`config.mk`:
```
export PLATFORM = sky130hd
export DESIGN_NAME = json_string_escaper
export DESIGN_NICKNAME = d
export VERILOG_FILES = /design/src/jse_pkg.sv /design/src/jse_front.sv /design/src/jse_queue.sv /design/src/jse_back.sv /design/src/json_string_escaper.sv
export VERILOG_INCLUDE_DIRS = /design/src /design/src/src
export SDC_FILE = /design/constraint.sdc
export NUM_CORES = 1
export LEC_CHECK = 0
export BUFFER_PORTS_ARGS = -buffer_cell sky130_fd_sc_hd__buf_4
export CORE_MARGIN = 3
export CORE_UTILIZATION = 46
export DETAILED_ROUTE_END_ITERATION = 8
export HOLD_SLACK_MARGIN = 0.05
export RECOVER_POWER = 50
export SYNTH_ARGS = -nofsm -noshare
export SYNTH_HDL_FRONTEND = slang
export SYNTH_SLANG_ARGS = --single-unit
```
`constraint.sdc`:
```
create_clock -name clk -period 4.4 [get_ports clk]
set_clock_uncertainty 0.2 [all_clocks]
set_input_delay 0.66 -clock clk [delete_from_list [all_inputs] [get_ports clk]]
set_output_delay 0.66 -clock clk [all_outputs]
set_load 0.03 [all_outputs]
```
`src/json_string_escaper_defines.svh`:
```
// assertion macros shared by the escaper modules
`ifndef JSON_STRING_ESCAPER_DEFINES_SVH
`define JSON_STRING_ESCAPER_DEFINES_SVH

// condition in the same cycle
`define JSE_ASSERT_NOW(label, ante, cons, msg) \
  label: assert property (@(posedge clk) disable iff (rst) (ante) |-> (cons)) \
    else $error(msg);

// condition in the following cycle
`define JSE_ASSERT_NEXT(label, ante, cons, msg) \
  label: assert property (@(posedge clk) disable iff (rst) (ante) |=> (cons)) \
    else $error(msg);

`endif

```
`src/jse_pkg.sv`:
```
`timescale 1ns / 1ps
// ----------------------------------------------------------------------------
// jse_pkg
// types, character codes and byte expansion for the json string escaper
// ----------------------------------------------------------------------------
package jse_pkg;

  localparam int JSE_QUEUE_DEPTH = 4;

  localparam logic [7:0] CH_QUOTE  = 8'h22;
  localparam logic [7:0] CH_BSLASH = 8'h5c;
  localparam logic [7:0] CH_U      = 8'h75;
  localparam logic [7:0] CH_B      = 8'h62;
  localparam logic [7:0] CH_F      = 8'h66;
  localparam logic [7:0] CH_N      = 8'h6e;
  localparam logic [7:0] CH_R      = 8'h72;
  localparam logic [7:0] CH_T      = 8'h74;
  localparam logic [7:0] CH_ZERO   = 8'h30;
  localparam logic [7:0] CH_LOWER_A = 8'h61;

  localparam logic [7:0] CTL_BS = 8'h08;
  localparam logic [7:0] CTL_HT = 8'h09;
  localparam logic [7:0] CTL_LF = 8'h0a;
  localparam logic [7:0] CTL_FF = 8'h0c;
  localparam logic [7:0] CTL_CR = 8'h0d;

  localparam logic [5:0] HIGH_SURR_TAG = 6'b110110;
  localparam logic [3:0] UESC_LEN      = 4'd6;

  typedef enum logic [2:0] {
    K_NONE,
    K_BYTE1,
    K_ESC2,
    K_UESC,
    K_UTF2,
    K_UTF3,
    K_UTF4
  } kind_t;

  typedef struct packed {
    logic        pre_esc;
    logic [9:0]  pre_bits;
    kind_t       kind;
    logic [20:0] data;
    logic        last;
    logic [3:0]  count;
  } job_t;

  function automatic logic [7:0] hex_char(input logic [3:0] d);
    if (d < 4'ha) return CH_ZERO + {4'd0, d};
    else return CH_LOWER_A + {4'd0, d} - 8'd10;
  endfunction

  function automatic logic [7:0] unit_byte(input kind_t k, input logic [20:0] d,
                                           input logic [2:0] j);
    logic [7:0] b;
    b = 8'h00;
    case (k)
      K_BYTE1: b = d[7:0];
      K_ESC2:  b = (j == 3'd0) ? CH_BSLASH : d[7:0];
      K_UESC: begin
        case (j)
          3'd0: b = CH_BSLASH;
          3'd1: b = CH_U;
          3'd2: b = hex_char(d[15:12]);
          3'd3: b = hex_char(d[11:8]);
          3'd4: b = hex_char(d[7:4]);
          default: b = hex_char(d[3:0]);
        endcase
      end
      K_UTF2: b = (j == 3'd0) ? {3'b110, d[10:6]} : {2'b10, d[5:0]};
      K_UTF3: begin
        case (j)
          3'd0: b = {4'b1110, d[15:12]};
          3'd1: b = {2'b10, d[11:6]};
          default: b = {2'b10, d[5:0]};
        endcase
      end
      K_UTF4: begin
        case (j)
          3'd0: b = {5'b11110, d[20:18]};
          3'd1: b = {2'b10, d[17:12]};
          3'd2: b = {2'b10, d[11:6]};
          default: b = {2'b10, d[5:0]};
        endcase
      end
      default: b = 8'h00;
    endcase
    return b;
  endfunction

endpackage

```
`src/jse_front.sv`:
```
`timescale 1ns / 1ps
// ----------------------------------------------------------------------------
// jse_front
// accepts code units, pairs surrogates and classifies each unit into a job (a held high surrogate gets none)
// ----------------------------------------------------------------------------
`include "json_string_escaper_defines.svh"
module jse_front
  import jse_pkg::*;
(
  input  logic        clk,
  input  logic        rst,
  input  logic        push,
  input  logic        q_full,
  input  logic [15:0] code_unit,
  input  logic        last_unit,
  output logic        full,
  output logic        job_push,
  output job_t        job
);

  logic       held_valid, held_valid_next;
  logic [9:0] held_bits, held_bits_next;
  logic       accept;
  logic       is_high, is_low;
  logic [3:0] unit_count;
  logic [20:0] cp;

  assign full    = q_full;
  assign accept  = push && !q_full;
  assign is_high = (code_unit[15:10] == 6'b110110);
  assign is_low  = (code_unit[15:10] == 6'b110111);
  assign cp      = {1'b0, held_bits, code_unit[9:0]} + 21'h10000;

  always_comb begin
    job             = '0;
    job.kind        = K_NONE;
    job.last        = last_unit;
    unit_count      = 4'd0;
    held_valid_next = 1'b0;
    held_bits_next  = 10'd0;
    if (held_valid && is_low) begin
      job.kind   = K_UTF4;
      job.data   = cp;
      unit_count = 4'd4;
    end else begin
      job.pre_esc  = held_valid;
      job.pre_bits = held_bits;
      job.data     = {5'd0, code_unit};
      if (code_unit < 16'h0080) begin
        if (code_unit >= 16'h0020 && code_unit[7:0] != CH_QUOTE &&
            code_unit[7:0] != CH_BSLASH) begin
          job.kind   = K_BYTE1;
          unit_count = 4'd1;
        end else begin
          job.kind   = K_ESC2;
          unit_count = 4'd2;
          case (code_unit[7:0])
            CH_QUOTE:  job.data[7:0] = CH_QUOTE;
            CH_BSLASH: job.data[7:0] = CH_BSLASH;
            CTL_BS:    job.data[7:0] = CH_B;
            CTL_FF:    job.data[7:0] = CH_F;
            CTL_LF:    job.data[7:0] = CH_N;
            CTL_CR:    job.data[7:0] = CH_R;
            CTL_HT:    job.data[7:0] = CH_T;
            default: begin
              job.kind   = K_UESC;
              unit_count = UESC_LEN;
            end
          endcase
        end
      end else if (code_unit < 16'h0800) begin
        job.kind   = K_UTF2;
        unit_count = 4'd2;
      end else if (is_high) begin
        if (last_unit) begin
          job.kind   = K_UESC;
          unit_count = UESC_LEN;
        end else begin
          held_valid_next = 1'b1;
          held_bits_next  = code_unit[9:0];
        end
      end else if (is_low) begin
        job.kind   = K_UESC;
        unit_count = UESC_LEN;
      end else begin
        job.kind   = K_UTF3;
        unit_count = 4'd3;
      end
    end
    job.count = (job.pre_esc ? UESC_LEN : 4'd0) + unit_count;
  end

  assign job_push = accept && (job.count != 4'd0);

  always_ff @(posedge clk) begin
    if (rst) begin
      held_valid <= 1'b0;
      held_bits  <= 10'd0;
    end else if (accept) begin
      held_valid <= held_valid_next;
      held_bits  <= held_bits_next;
    end
  end

  `JSE_ASSERT_NEXT(a_end_clears_hold, accept && last_unit, !held_valid, "surrogate held past end")

endmodule

```
`src/jse_queue.sv`:
```
`timescale 1ns / 1ps
// ----------------------------------------------------------------------------
// jse_queue
// short job queue between the classifier and the byte generator
// ----------------------------------------------------------------------------
`include "json_string_escaper_defines.svh"
module jse_queue
  import jse_pkg::*;
#(
  parameter int DEPTH = JSE_QUEUE_DEPTH
) (
  input  logic clk,
  input  logic rst,
  input  logic q_push,
  input  job_t q_in,
  input  logic q_pop,
  output job_t q_out,
  output logic q_full,
  output logic q_empty
);

  localparam int PTR_W = (DEPTH > 1) ? $clog2(DEPTH) : 1;
  localparam int CNT_W = $clog2(DEPTH + 1);

  job_t             mem [DEPTH];
  logic [PTR_W-1:0] wr_ptr, rd_ptr;
  logic [CNT_W-1:0] count;
  logic             do_push, do_pop;

  assign q_full  = (count == CNT_W'(DEPTH));
  assign q_empty = (count == '0);
  assign do_push = q_push && !q_full;
  assign do_pop  = q_pop && !q_empty;
  assign q_out   = mem[rd_ptr];

  always_ff @(posedge clk) begin
    if (do_push) mem[wr_ptr] <= q_in;
  end

  always_ff @(posedge clk) begin
    if (rst) begin
      wr_ptr <= '0;
      rd_ptr <= '0;
      count  <= '0;
    end else begin
      if (do_push) wr_ptr <= (wr_ptr == PTR_W'(DEPTH - 1)) ? '0 : wr_ptr + 1'b1;
      if (do_pop)  rd_ptr <= (rd_ptr == PTR_W'(DEPTH - 1)) ? '0 : rd_ptr + 1'b1;
      if (do_push && !do_pop) count <= count + 1'b1;
      else if (do_pop && !do_push) count <= count - 1'b1;
    end
  end

  `JSE_ASSERT_NOW(a_count_bound, 1'b1, count <= CNT_W'(DEPTH), "queue count out of range")
  `JSE_ASSERT_NOW(a_no_push_full, q_push, !q_full, "job pushed into a full queue")

endmodule

```
`src/jse_back.sv`:
```
`timescale 1ns / 1ps
// ----------------------------------------------------------------------------
// jse_back
// expands queued jobs into output bytes, one byte per cycle while the output is popped
// ----------------------------------------------------------------------------
`include "json_string_escaper_defines.svh"
module jse_back
  import jse_pkg::*;
(
  input  logic       clk,
  input  logic       rst,
  input  job_t       q_out,
  input  logic       q_empty,
  output logic       q_pop,
  input  logic       pop,
  output logic       empty,
  output logic [7:0] out_byte,
  output logic       run_last,
  output logic       string_end
);

  job_t       cur;
  logic       cur_valid;
  logic [3:0] idx;
  logic       out_valid;
  logic       emit, is_final, load;
  logic       in_pre;
  logic [2:0] j;
  logic [7:0] byte_sel;

  assign emit     = cur_valid && (!out_valid || pop);
  assign is_final = (idx == cur.count - 4'd1);
  assign load     = !cur_valid || (emit && is_final);
  assign q_pop    = load && !q_empty;
  assign empty    = !out_valid;

  assign in_pre = cur.pre_esc && (idx < UESC_LEN);
  assign j      = cur.pre_esc ? 3'(idx - UESC_LEN) : idx[2:0];

  always_comb begin
    if (in_pre) byte_sel = unit_byte(K_UESC, {5'd0, HIGH_SURR_TAG, cur.pre_bits}, idx[2:0]);
    else byte_sel = unit_byte(cur.kind, cur.data, j);
  end

  always_ff @(posedge clk) begin
    if (rst) begin
      cur_valid <= 1'b0;
      out_valid <= 1'b0;
      idx       <= 4'd0;
    end else begin
      if (emit) out_valid <= 1'b1;
      else if (pop) out_valid <= 1'b0;
      if (load) begin
        cur_valid <= !q_empty;
        idx       <= 4'd0;
      end else if (emit) begin
        idx <= idx + 4'd1;
      end
    end
  end

  always_ff @(posedge clk) begin
    if (emit) begin
      out_byte   <= byte_sel;
      run_last   <= is_final;
      string_end <= is_final && cur.last;
    end
    if (q_pop) cur <= q_out;
  end

  `JSE_ASSERT_NOW(a_idx_range, cur_valid, idx < cur.count, "byte index past job length")
  `JSE_ASSERT_NEXT(a_job_held, emit && !is_final, cur_valid, "job dropped before its last byte")
  `JSE_ASSERT_NOW(a_end_is_run_last, out_valid && string_end, run_last, "string end not on run end")

endmodule

```
`src/json_string_escaper.sv`:
```
`timescale 1ns / 1ps
// ----------------------------------------------------------------------------
// json_string_escaper
// utf-16 code units in, json-escaped utf-8 bytes out
//
//   channel  dir  handshake     word
//   input    in   push / full   code_unit, last_unit
//   output   out  pop / empty   out_byte, run_last, string_end
//
// one code unit accepted per cycle while the job queue has room
// the byte generator emits one byte per cycle while the output is popped; a unit expands to 1 to 12 bytes there
// a held high surrogate produces no job and costs the back end nothing
// rst is synchronous; it empties the queue, the output register and the surrogate hold
// a stalled pop holds the output byte; the queue then fills and raises full
// ----------------------------------------------------------------------------
module json_string_escaper
  import jse_pkg::*;
#(
  parameter int QUEUE_DEPTH = JSE_QUEUE_DEPTH
) (
  input  logic        clk,
  input  logic        rst,
  input  logic        push,
  output logic        full,
  input  logic [15:0] code_unit,
  input  logic        last_unit,
  output logic        empty,
  input  logic        pop,
  output logic [7:0]  out_byte,
  output logic        run_last,
  output logic        string_end
);

  job_t job_in, job_out;
  logic job_push, job_pop, q_full, q_empty;

  jse_front u_front (
    .clk       (clk),
    .rst       (rst),
    .push      (push),
    .q_full    (q_full),
    .code_unit (code_unit),
    .last_unit (last_unit),
    .full      (full),
    .job_push  (job_push),
    .job       (job_in)
  );

  jse_queue #(
    .DEPTH (QUEUE_DEPTH)
  ) u_queue (
    .clk     (clk),
    .rst     (rst),
    .q_push  (job_push),
    .q_in    (job_in),
    .q_pop   (job_pop),
    .q_out   (job_out),
    .q_full  (q_full),
    .q_empty (q_empty)
  );

  jse_back u_back (
    .clk        (clk),
    .rst        (rst),
    .q_out      (job_out),
    .q_empty    (q_empty),
    .q_pop      (job_pop),
    .pop        (pop),
    .empty      (empty),
    .out_byte   (out_byte),
    .run_last   (run_last),
    .string_end (string_end)
  );

endmodule
```
==> run summary, run 1 <==
Worst setup SP type: primary input
Port Buffers: 32
Vias: 6739
minimum clock period: 4090 ps
PwrDens: 628 nW/µm²
antenna violations before repair: 0
max cap viols: 0
DRT Pass-1 Iters: 5
DIE HEIGHT: 160 µm
IO Pins: 33
Slew headroom: 12.6%
layout cells sized above 1: 15.6%
cell count after synthesis: 785
CTS tree: built
Syn-to-layout area delta: 13.2%
critical path type: in -> reg
via/cell ratio: 5.78
Routed WL: 24800 µm
Final Hold Fails: 0
RD Place Congestion: 0.930
Slew Limit Fails: 0
share of the synthesized area in the top cell type: 57.8%
Antenna Nets Post-Route: 0
Final #Nets: 880
WHS: 205 ps
DIE AREA: 25600 µm²
clk_lat worst skew: 530 ps
peak supply drop: 0.000312 V
CTS H-tree lvls: 1
post-synthesis cell area: 10900 µm²
Synth area leader: edfxtp_1
Reg clk slew, reported paths: 60 ps
most frequent cell after synthesis: edfxtp_1
Initial Utilization: 47.5%
# diodes: 0
DRC: 0
Required @ worst endpoint: 4660 ps
global-route wire length before repair: 39500 µm
Yosys reg bits: 234
Distinct cells, synth: 80
# rows: 55
Synth Flop Type: edfxtp_1
hpwl dp: 17400 µm
ys async rst share: 0%
die width: 160 µm
Max Fclk: 245 MHz
leakage power: 0.00423 µW
Syn Nets: 831
number of flops mapped to enable cells by yosys: 210
total grt overflow: 0
ranking of synthesized cells by area: edfxtp_1 58%, mux4_2 8.3%, dfxtp_1 4.4%
Least-Margin Pin Slew: 1310 ps
status: completed
Placed Area: 11700 µm²
post-cts hold buffer count: 0
final worst-path cycle share: 92.9%
post-synthesis sequential area ratio: 62.2%
Syn Area/Cell: 13.9 µm²
CP arrival: 4350 ps
gr usage total: 19.6%
1st-iter DRT viols: 445
fillers: 1973
Worst Setup End Kind: flop
Num CTS Buffers: 25
critical-path maximum fanout: 2
endpoints failing setup: 0
Sink Count: 234
Synth top cells by count: 210 x edfxtp_1, 52 x nor2_1, 40 x mux4_2
Syn. warnings: 0
RSZ-0062 raised after global routing: no
DR WL/cell: 21.3 µm
deepest clock path buffer count: 3
HP Class: in -> reg
CTS Root Cell: clkbuf_16
setup bufs post-CTS: 0
largest net degree at the start of global routing: 41
vias in the first global route: 6950
total core area: 23000 µm²
post-cts sizing count: 0
Design Area, Final: 12300 µm²
-- sequential cells by signal (all words and copies together), names as in the netlist --
| name | count |
|---|---|
| u_back.cur_valid | 1 |
| u_back.cur | 40 |
| u_queue.mem | 160 |
| u_back.out_byte | 8 |
| u_back.idx | 4 |
| u_queue.wr_ptr | 2 |
| u_back.string_end | 1 |
| u_back.run_last | 1 |
| u_queue.count | 3 |
| u_front.held_valid | 1 |
| u_front.held_bits | 10 |
| u_back.out_valid | 1 |
| u_queue.rd_ptr | 2 |
-- final timing paths --
check | startpoint | end | slack (ps) | depth (start not counted)
max reg2reg | u_back.idx[0] | u_back.out_byte[6] | 880 | 7
min reg2reg | u_back.cur_valid | u_back.out_valid | 310 | 2
min | code_unit[3] | u_front.held_bits[3] | 200 | 3
max | code_unit[13] | u_queue.count[2] | 310 | 16
-- critical path: stages --
cell and delay (ps):
clkbuf_4 110, or4_1 530, or3b_1 410, nor3_1 190, nor2_1 70, ha_1 190
fa_1 510, nor3_1 70, a21o_1 180, a21oi_4 150, ha_2 200, inv_1 50
fa_1 370, xor2_1 180, or3_1 310, a21oi_1 160
-- metrics by stage --
stage | worst slack, ps | util (%) | total power (µW) | setup TNS (ps) | cells
2_1_floorplan | 1.10 | - | 5040 | 0 | 785
3_3_place_gp | -71.9 | 50.8 | 5860 | -71.9 | 1120
3_5_place_dp | -219 | 50.8 | 5890 | -236 | 1120
4_1_cts | 330 | 54.2 | 7870 | 0 | 1166
5_1_grt | 102 | 53.7 | 8220 | 0 | 1166
6_report | 311 | 53.7 | 7750 | 0 | 1166
-- kinds of logic after synthesis --
logic type	synth area share, %
multiplexers	10.1
AND/OR/NAND/NOR	9.64
XOR/XNOR	1.65
AO/OA/AOI/OAI	10.7
buffers and inverters	2.73
flip-flops	62.2
adder cells (fa/ha/maj)	3.01
-- power breakdown --
group / leakage, µW / switching, µW / total, µW / internal, µW
sequential: 0.00220 / 470 / 3450 / 2980
clock: 0.000389 / 823 / 1970 / 1140
combinational: 0.00165 / 1400 / 2340 / 940
-- layout make-up --
type                       count  area, µm²  share of cell area, %
inverter                      36        135                   1.09
clock buffer                  31        668                   5.41
sequential                   234       6790                   55.0
multi-input combinational    474       3830                   31.0
clock inverter                15        116                  0.942
tap                          313        392                   3.17
timing repair buffer          63        419                   3.39
-- routing by layer --
metal / part of all wire, % / GRT usage [%]
met1: 43 / 26.8
met2: 49 / 32.7
met3: 4.0 / 2.57
met5: 0 / 0
met4: 3.6 / 6.51
-- cells in the final DEF, fill, tap and decap left out, types with 14 or more instances in the layout --
cell / n
buf_4: 29
nor3_1: 16
mux4_2: 40
clkbuf_16: 25
edfxtp_1: 210
o21ai_0: 34
a22oi_1: 14
nand3_1: 19
inv_1: 35
clkbuf_1: 31
mux2i_1: 14
dfxtp_1: 23
ha_1: 22
nor2_1: 52
nand2_1: 38
a21oi_1: 38
(Power assumes the default switching activity.)
==> inputs of run 2 (changes only) <==
--- a/config.mk
+++ b/config.mk
@@ -6,6 +6,7 @@
 export SDC_FILE = /design/constraint.sdc
 export NUM_CORES = 1
 export LEC_CHECK = 0
+export ABC_AREA = 1
 export BUFFER_PORTS_ARGS = -buffer_cell sky130_fd_sc_hd__buf_4
 export CORE_MARGIN = 3
 export CORE_UTILIZATION = 46
==> run summary, run 2 <==
layout cells sized above 1: 7.99% (-7.6 points)
DRT Pass-1 Iters: 5 (unchanged)
total core area: 23600 µm² (+2.7%)
RD Place Congestion: 0.923 (-0.81%)
Synth Flop Type: edfxtp_1
r2r setup slk: 1250 ps (+370 ps)
deepest clock path buffer count: 3 (unchanged)
PwrDens: 652 nW/µm² (+3.8%)
Post-Synth Adder-Cell Area: 2.96% (-0.050 points)
Compound-Gate Fraction of Synth Area: 10.6% (-0.055 points)
biggest regs: u_queue.mem (160), u_back.cur (40), u_front.held_bits (10)
Biggest register: u_queue.mem
Synth area leader: edfxtp_1
DRC: 0 (unchanged)
Yosys reg bits: 234 (unchanged)
multiplexer share of the synthesized area: 0% (-10 points)
Distinct cells, synth: 41 (-49%)
min-delay src: rst
post-cts hold buffer count: 0 (unchanged)
Slew headroom: -14.6% (-27 points)
leakage power: 0.00481 µW (+14%)
gr usage total: 19.6% (-0.031 points)
Initial Utilization: 47.0% (-0.48 points)
Antenna Nets Post-Route: 0 (unchanged)
failing checks: capacitance limit, slew limit
CTS Root Cell: clkbuf_16
Worst R2R End: u_queue.count[1]
Synth top cells by count: 233 x nand2_1, 210 x edfxtp_1, 175 x nor2_1
via/cell ratio: 5.23 (-9.5%)
setup bufs post-CTS: 0 (unchanged)
Worst R2R Start: u_back.idx[0]
hpwl dp: 17500 µm (+1.0%)
Final Hold Fails: 0 (unchanged)
ys async rst share: 0% (unchanged)
global-route wire length before repair: 40300 µm (+1.9%)
status: finished with violations
antenna violations before repair: 1 (+1)
vias in the first global route: 7433 (+6.9%)
main combinational cell family by area after synthesis: simple AND/OR/NAND/NOR gates
commonest non-fill, non-tap cells in the layout: 235 x nand2_1, 210 x edfxtp_1, 171 x nor2_1
post-synthesis cell area: 11100 µm² (+1.7%)
post-synthesis sequential area ratio: 61.2% (-1.0 points)
DIE HEIGHT: 161 µm (+0.81%)
fillers: 2179 (+10%)
Routed WL: 25900 µm (+4.3%)
Sink Count: 234 (unchanged)
RSZ-0062 raised after global routing: no
Required @ worst endpoint: 4590 ps (-70 ps)
Reg clk slew, reported paths: 60 ps (about the same)
ranking of synthesized cells by area: edfxtp_1 57%, nand2_1 7.9%, nor2_1 5.9%
critical-path maximum fanout: 7 (+5)
number of flops mapped to enable cells by yosys: 210 (unchanged)
peak supply drop: 0.000379 V (+21%)
cell count after synthesis: 1147 (+46%)
Num CTS Buffers: 25 (unchanged)
minimum clock period: 3700 ps (-385 ps)
Syn-to-layout area delta: 11.9%
Final #Nets: 1231 (+40%)
# rows: 56 (+1.8%)
DR WL/cell: 17.0 µm (-20%)
1st-iter DRT viols: 593 (+33%)
total grt overflow: 0 (unchanged)
IO Pins: 33 (unchanged)
Vias: 7953 (+18%)
critical path type: in -> reg
Power, Total: 8090 µW (+4.3%)
Worst setup SP type: primary input
placed cells: 1477 (+32%)
CP arrival: 3890 ps (-460 ps)
Port Buffers: 32 (unchanged)
share of the synthesized area in the top cell type: 56.8% (-0.97 points)
Hold Path End: u_front.held_bits[6]
Syn. warnings: 0 (unchanged)
most common cell after layout, fill and taps aside: nand2_1
HP Class: in -> reg
Least-Margin Pin Slew: 1720 ps (+408 ps)
hold path cells: 2 (-1)
Worst Setup End Kind: flop
final worst-path cycle share: 84.2% (-8.7 points)
post-cts sizing count: 0 (unchanged)
simple-gate share of the synthesized area: 19.4% (+9.8 points)
post-layout util: 52.6% (-1.2 points)
number of flip-flops in the largest register: 160 (unchanged)
most frequent cell after synthesis: nand2_1
Syn Area/Cell: 9.67 µm² (-30%)
clk_lat worst skew: 500 ps (-30 ps)
Slew Limit Fails: 84 (+84)
XOR/XNOR Fraction of Synth Area: 0.474% (-1.2 points)
CTS H-tree lvls: 1 (unchanged)
# diodes: 0 (unchanged)
largest net degree at the start of global routing: 84 (+100%)
Max Fclk: 270 MHz (+10%)
max cap viols: 1 (+1)
die width: 161 µm (+0.81%)
DIE AREA: 26000 µm² (+1.6%)
CTS tree: built
endpoints failing setup: 0 (unchanged)
worst r2r path cells: 12 (+5)
Layout Cells excl Fill: 1521 (+30%)
Syn Nets: 1193 (+44%)
==> run 2: changes by cell type in the layout (fill, tap and decap cells not counted), sizes merged, moves of 38 or more <==
cell   previous run  this run
nand2            38       245
nor2             52       184
mux4             40         0
o22ai             3        41
nand3            19        60
inv              38       117
o21ai            37       125
==> run 2: layout make-up <==
type                    instances  area [µm²]  area share [%]
clock buffers                  32         652            5.25
clock inverters                12        81.3           0.655
inverters                     118         443            3.57
multi-input cells             760        3730            30.0
flip-flops and latches        234        6790            54.7
well taps                     319         399            3.22
repair buffers                 46         322            2.59
==> run 2: how the worst max path moves through the flow <==
| stage | slack, ps | from | endpoint | depth (start not counted) |
|---|---|---|---|---|
| floorplan | -450 | code_unit[13] | u_queue.mem[0][0] | 15 |
| global placement | 430 | code_unit[13] | u_queue.count[2] | 20 |
| detailed placement | 370 | code_unit[13] | u_queue.count[2] | 20 |
| CTS | 890 | code_unit[13] | u_queue.count[2] | 20 |
| global route | 340 | code_unit[7] | u_queue.count[1] | 21 |
| finish | 700 | code_unit[7] | u_queue.count[1] | 21 |
==> run 2: metal layers <==
| metal | up-vias | GRT usage [%] | part of all wire, % |
|---|---|---|---|
| met5 | - | 0 | 0.050 |
| met1 | 3754 | 27.3 | 47 |
| met3 | 39 | 2.49 | 3.8 |
| met4 | 2 | 4.42 | 1.9 |
| li1 | 3985 | - | - |
| met2 | 173 | 33.1 | 47 |
==> run 2: logic make-up after synthesis <==
logic type / count (synthesis)
compound gates: 216
xor+xnor: 6
fa+ha+maj: 25
buf+inv: 153
flops: 234
simple gates: 513
==> run 2: where the power goes <==
part / total (µW) / leakage (µW) / internal, µW / switching [µW]
registers: 3330 / 0.00207 / 3040 / 292
logic: 2880 / 0.00239 / 820 / 2060
clock network: 1870 / 0.000358 / 1100 / 777
==> run 2: worst max-delay path, cell delays in order <==
cell,delay [ps]
clkbuf_1,260
clkinv_1,140
nand2_1,120
nor2_2,40
nand2_1,150
inv_1,80
nand2_1,80
nand2_1,90
nor2_2,100
nand2_1,50
o21ai_0,230
fa_1,520
nor3_1,200
nand2_2,120
nand2_1,90
inv_1,40
ha_1,160
inv_1,100
fa_1,430
o21ai_0,150
nor2_1,60
==> run 2: through the flow <==
stage / setup slack (ps) / TNS, ps / hold slack [ps] / area (µm²)
2_1_floorplan: -449 / -71860 / 252 / 11100
3_3_place_gp: 427 / 0 / 276 / 11800
3_5_place_dp: 370 / 0 / 274 / 11800
4_1_cts: 887 / 0 / 178 / 12500
5_1_grt: 336 / 0 / 246 / 12400
6_report: 696 / 0 / 253 / 12400
==> inputs of run 3 (changes only) <==
--- a/config.mk
+++ b/config.mk
@@ -6,7 +6,7 @@
 export SDC_FILE = /design/constraint.sdc
 export NUM_CORES = 1
 export LEC_CHECK = 0
-export ABC_AREA = 1
+export ABC_AREA = 0
 export BUFFER_PORTS_ARGS = -buffer_cell sky130_fd_sc_hd__buf_4
 export CORE_MARGIN = 3
 export CORE_UTILIZATION = 46
==> constraint.sdc (replaced) <==
create_clock -name clk -period 3.3 [get_ports clk]
set_clock_uncertainty 0.2 [all_clocks]
set_input_delay 0.495 -clock clk [delete_from_list [all_inputs] [get_ports clk]]
set_output_delay 0.495 -clock clk [all_outputs]
set_load 0.03 [all_outputs]
==> run summary, run 3 (synthesis gave the netlist of run 1 again) <==
Max Fclk: 270 MHz
hpwl dp: 17900 µm (+2.2%)
largest net degree at the start of global routing: 41 (-51%)
crit path buf inv count: 2 (-3)
CP max stage cell: fa_1
RSZ-0062 raised after global routing: yes
post-layout util: 57.0% (+4.5 points)
Required @ worst endpoint: 3570 ps (-1020 ps)
final worst-path cycle share: 112%
Internal Power: 7030 µW (+42%)
Worst R2R Start: u_front.held_valid
switching share of power: 34.5% (-4.2 points)
fillers: 1905 (-13%)
Worst Setup Slack, final: -406 ps (-1100 ps)
Final Hold Fails: 0 (unchanged)
Biggest register: u_queue.mem
min-delay src: pop
M1 GR Usage: 27.9% (+0.65 points)
max cap viols: 0 (-1)
global-route wire length before repair: 41400 µm (+2.9%)
HP Class: in -> reg
met3 Track Usage GR: 2.91% (+0.42 points)
Vias: 7115 (-11%)
Slew headroom: 18.0% (+33 points)
die width: 160 µm (-0.81%)
gr busiest metal: met2
status: finished with violations
net switching power: 3700 µW (+18%)
biggest regs: u_queue.mem (160), u_back.cur (40), u_front.held_bits (10)
Worst Setup End Kind: flop
clk_lat worst skew: 540 ps (+40 ps)
RD Place Congestion: 0.891 (-3.5%)
commonest non-fill, non-tap cells in the layout: 210 x edfxtp_1, 69 x buf_4, 52 x nor2_1
CTS Root Cell: clkbuf_16
DIE HEIGHT: 160 µm (-0.81%)
Port Buffers: 32 (unchanged)
crit-path leading delay family: simple AND/OR/NAND/NOR gates
layout cells sized above 1: 22.3% (+14 points)
post-cts hold buffer count: 0 (unchanged)
Design Area, Final: 13100 µm² (+5.6%)
vias in the first global route: 7254 (-2.4%)
1st-iter DRT viols: 483 (-19%)
DIE AREA: 25600 µm² (-1.6%)
IO Pins: 33 (unchanged)
deepest clock path buffer count: 3 (unchanged)
critical-path maximum fanout: 3 (-4)
total core area: 23000 µm² (-2.7%)
Gate power share: 32.1% (-3.5 points)
Critical Path Start: code_unit[13]
Final #Nets: 931 (-24%)
number of flip-flops in the largest register: 160 (unchanged)
CTS tree: built
Worst setup SP type: primary input
Routed WL: 26400 µm (+2.2%)
# rows: 55 (-1.8%)
part of the power in registers: 42.5% (+1.3 points)
CTS H-tree lvls: 1 (unchanged)
Initial Utilization: 47.5% (+0.48 points)
worst-path cell chain: buf_6, or4_4, or3b_4, nor3_2, nor2_1, ha_2, fa_1, nor3_2, a21o_1, a21oi_4, ha_4, inv_2, fa_2, xor2_1, or3_1, a21oi_1
DRT Pass-1 Iters: 5 (unchanged)
antenna violations before repair: 1 (unchanged)
Least-Margin Pin Slew: 1230 ps (-490 ps)
Slew Limit Fails: 0 (-100%)
peak supply drop: 0.000570 V (+51%)
failing checks: setup timing
Syn-to-layout area delta: 20.2%
via/cell ratio: 5.85 (+12%)
critical path type: in -> reg
most frequent CP cell: nor3_2
M2 GR Usage: 35.0% (+1.8 points)
clock share of power: 25.4% (+2.2 points)
Num CTS Buffers: 25 (unchanged)
leakage power: 0.00464 µW (-3.5%)
DRC: 0 (unchanged)
total grt overflow: 0 (unchanged)
minimum clock period: 3710 ps
CP arrival: 3980 ps (+90 ps)
gr usage total: 20.7% (+1.2 points)
DR WL/cell: 21.7 µm (+28%)
most common cell after layout, fill and taps aside: edfxtp_1
CP peak stage delay: 550 ps (+30 ps)
PwrDens: 819 nW/µm² (+26%)
Placed Area: 12000 µm² (+2.1%)
endpoints failing setup: 162 (+162)
Reg clk slew, reported paths: 60 ps (about the same)
Antenna Nets Post-Route: 0 (unchanged)
Sink Count: 234 (unchanged)
# diodes: 0 (unchanged)
## run 3: worst paths after layout
path | endpoint | slack (ps) | cells past startpoint
max reg2reg | u_queue.count[2] | 30 | 14
min reg2reg | u_queue.count[2] | 300 | 2
min | u_back.out_valid | 80 | 4
max | u_queue.count[2] | -410 | 16
## run 3: metrics by stage
step / power [µW] / setup slack [ps] / cells / TNS (ps) / hold WS (ps)
2_1_floorplan: 6730 / -850 / 785 / -112630 / 255
3_3_place_gp: 7890 / -934 / 1158 / -104990 / 287
3_5_place_dp: 7980 / -993 / 1158 / -113560 / 296
4_1_cts: 10800 / -409 / 1217 / -22210 / 56.3
5_1_grt: 11300 / -536 / 1217 / -39650 / 87.1
6_report: 10700 / -406 / 1217 / -22570 / 83.1
## run 3: worst reg2reg max path: stages (launching register included)
cell     delay, ps
dfxtp_1        390
a21oi_1         80
nor2_1         160
nor2_1          90
ha_2           180
fa_1           550
nor3_2          60
a21o_1         190
a21oi_4        170
ha_4           170
inv_2           40
fa_2           330
xor2_1         170
or3_1          300
a21oi_1        140
## run 3: metal layers
| metal | routed length (µm) | vias to the layer above |
|---|---|---|
| met4 | 891 | 2 |
| met3 | 1320 | 63 |
| met5 | 11 | - |
| li1 | - | 3270 |
| met1 | 11200 | 3565 |
| met2 | 13000 | 215 |
## run 3: power by group through the flow
stage	Clock (µW)	Sequential [µW]	Combinational, µW
after global routing	2880	4630	3780
after CTS	2770	4560	3520
final	2720	4560	3450
after detailed placement	0	4620	3360
after floorplan	0	4390	2340
after global placement	0	4590	3300
## run 3: timing repair
item                       CTS  global route
setup endpoints to repair  162           163
buffers inserted             5             0
pin swaps                    3             2
cloned                       8             0
resized for setup           17             3
## run 3: final cells by class
cell class / count / area, µm² / share of cell area [%]
inverters: 36 / 135 / 1.03
clock inverters: 16 / 165 / 1.26
well taps: 313 / 392 / 2.99
multi-input cells: 474 / 3890 / 29.7
flip-flops and latches: 234 / 6790 / 51.8
clock buffers: 30 / 644 / 4.92
repair buffers: 114 / 1090 / 8.33
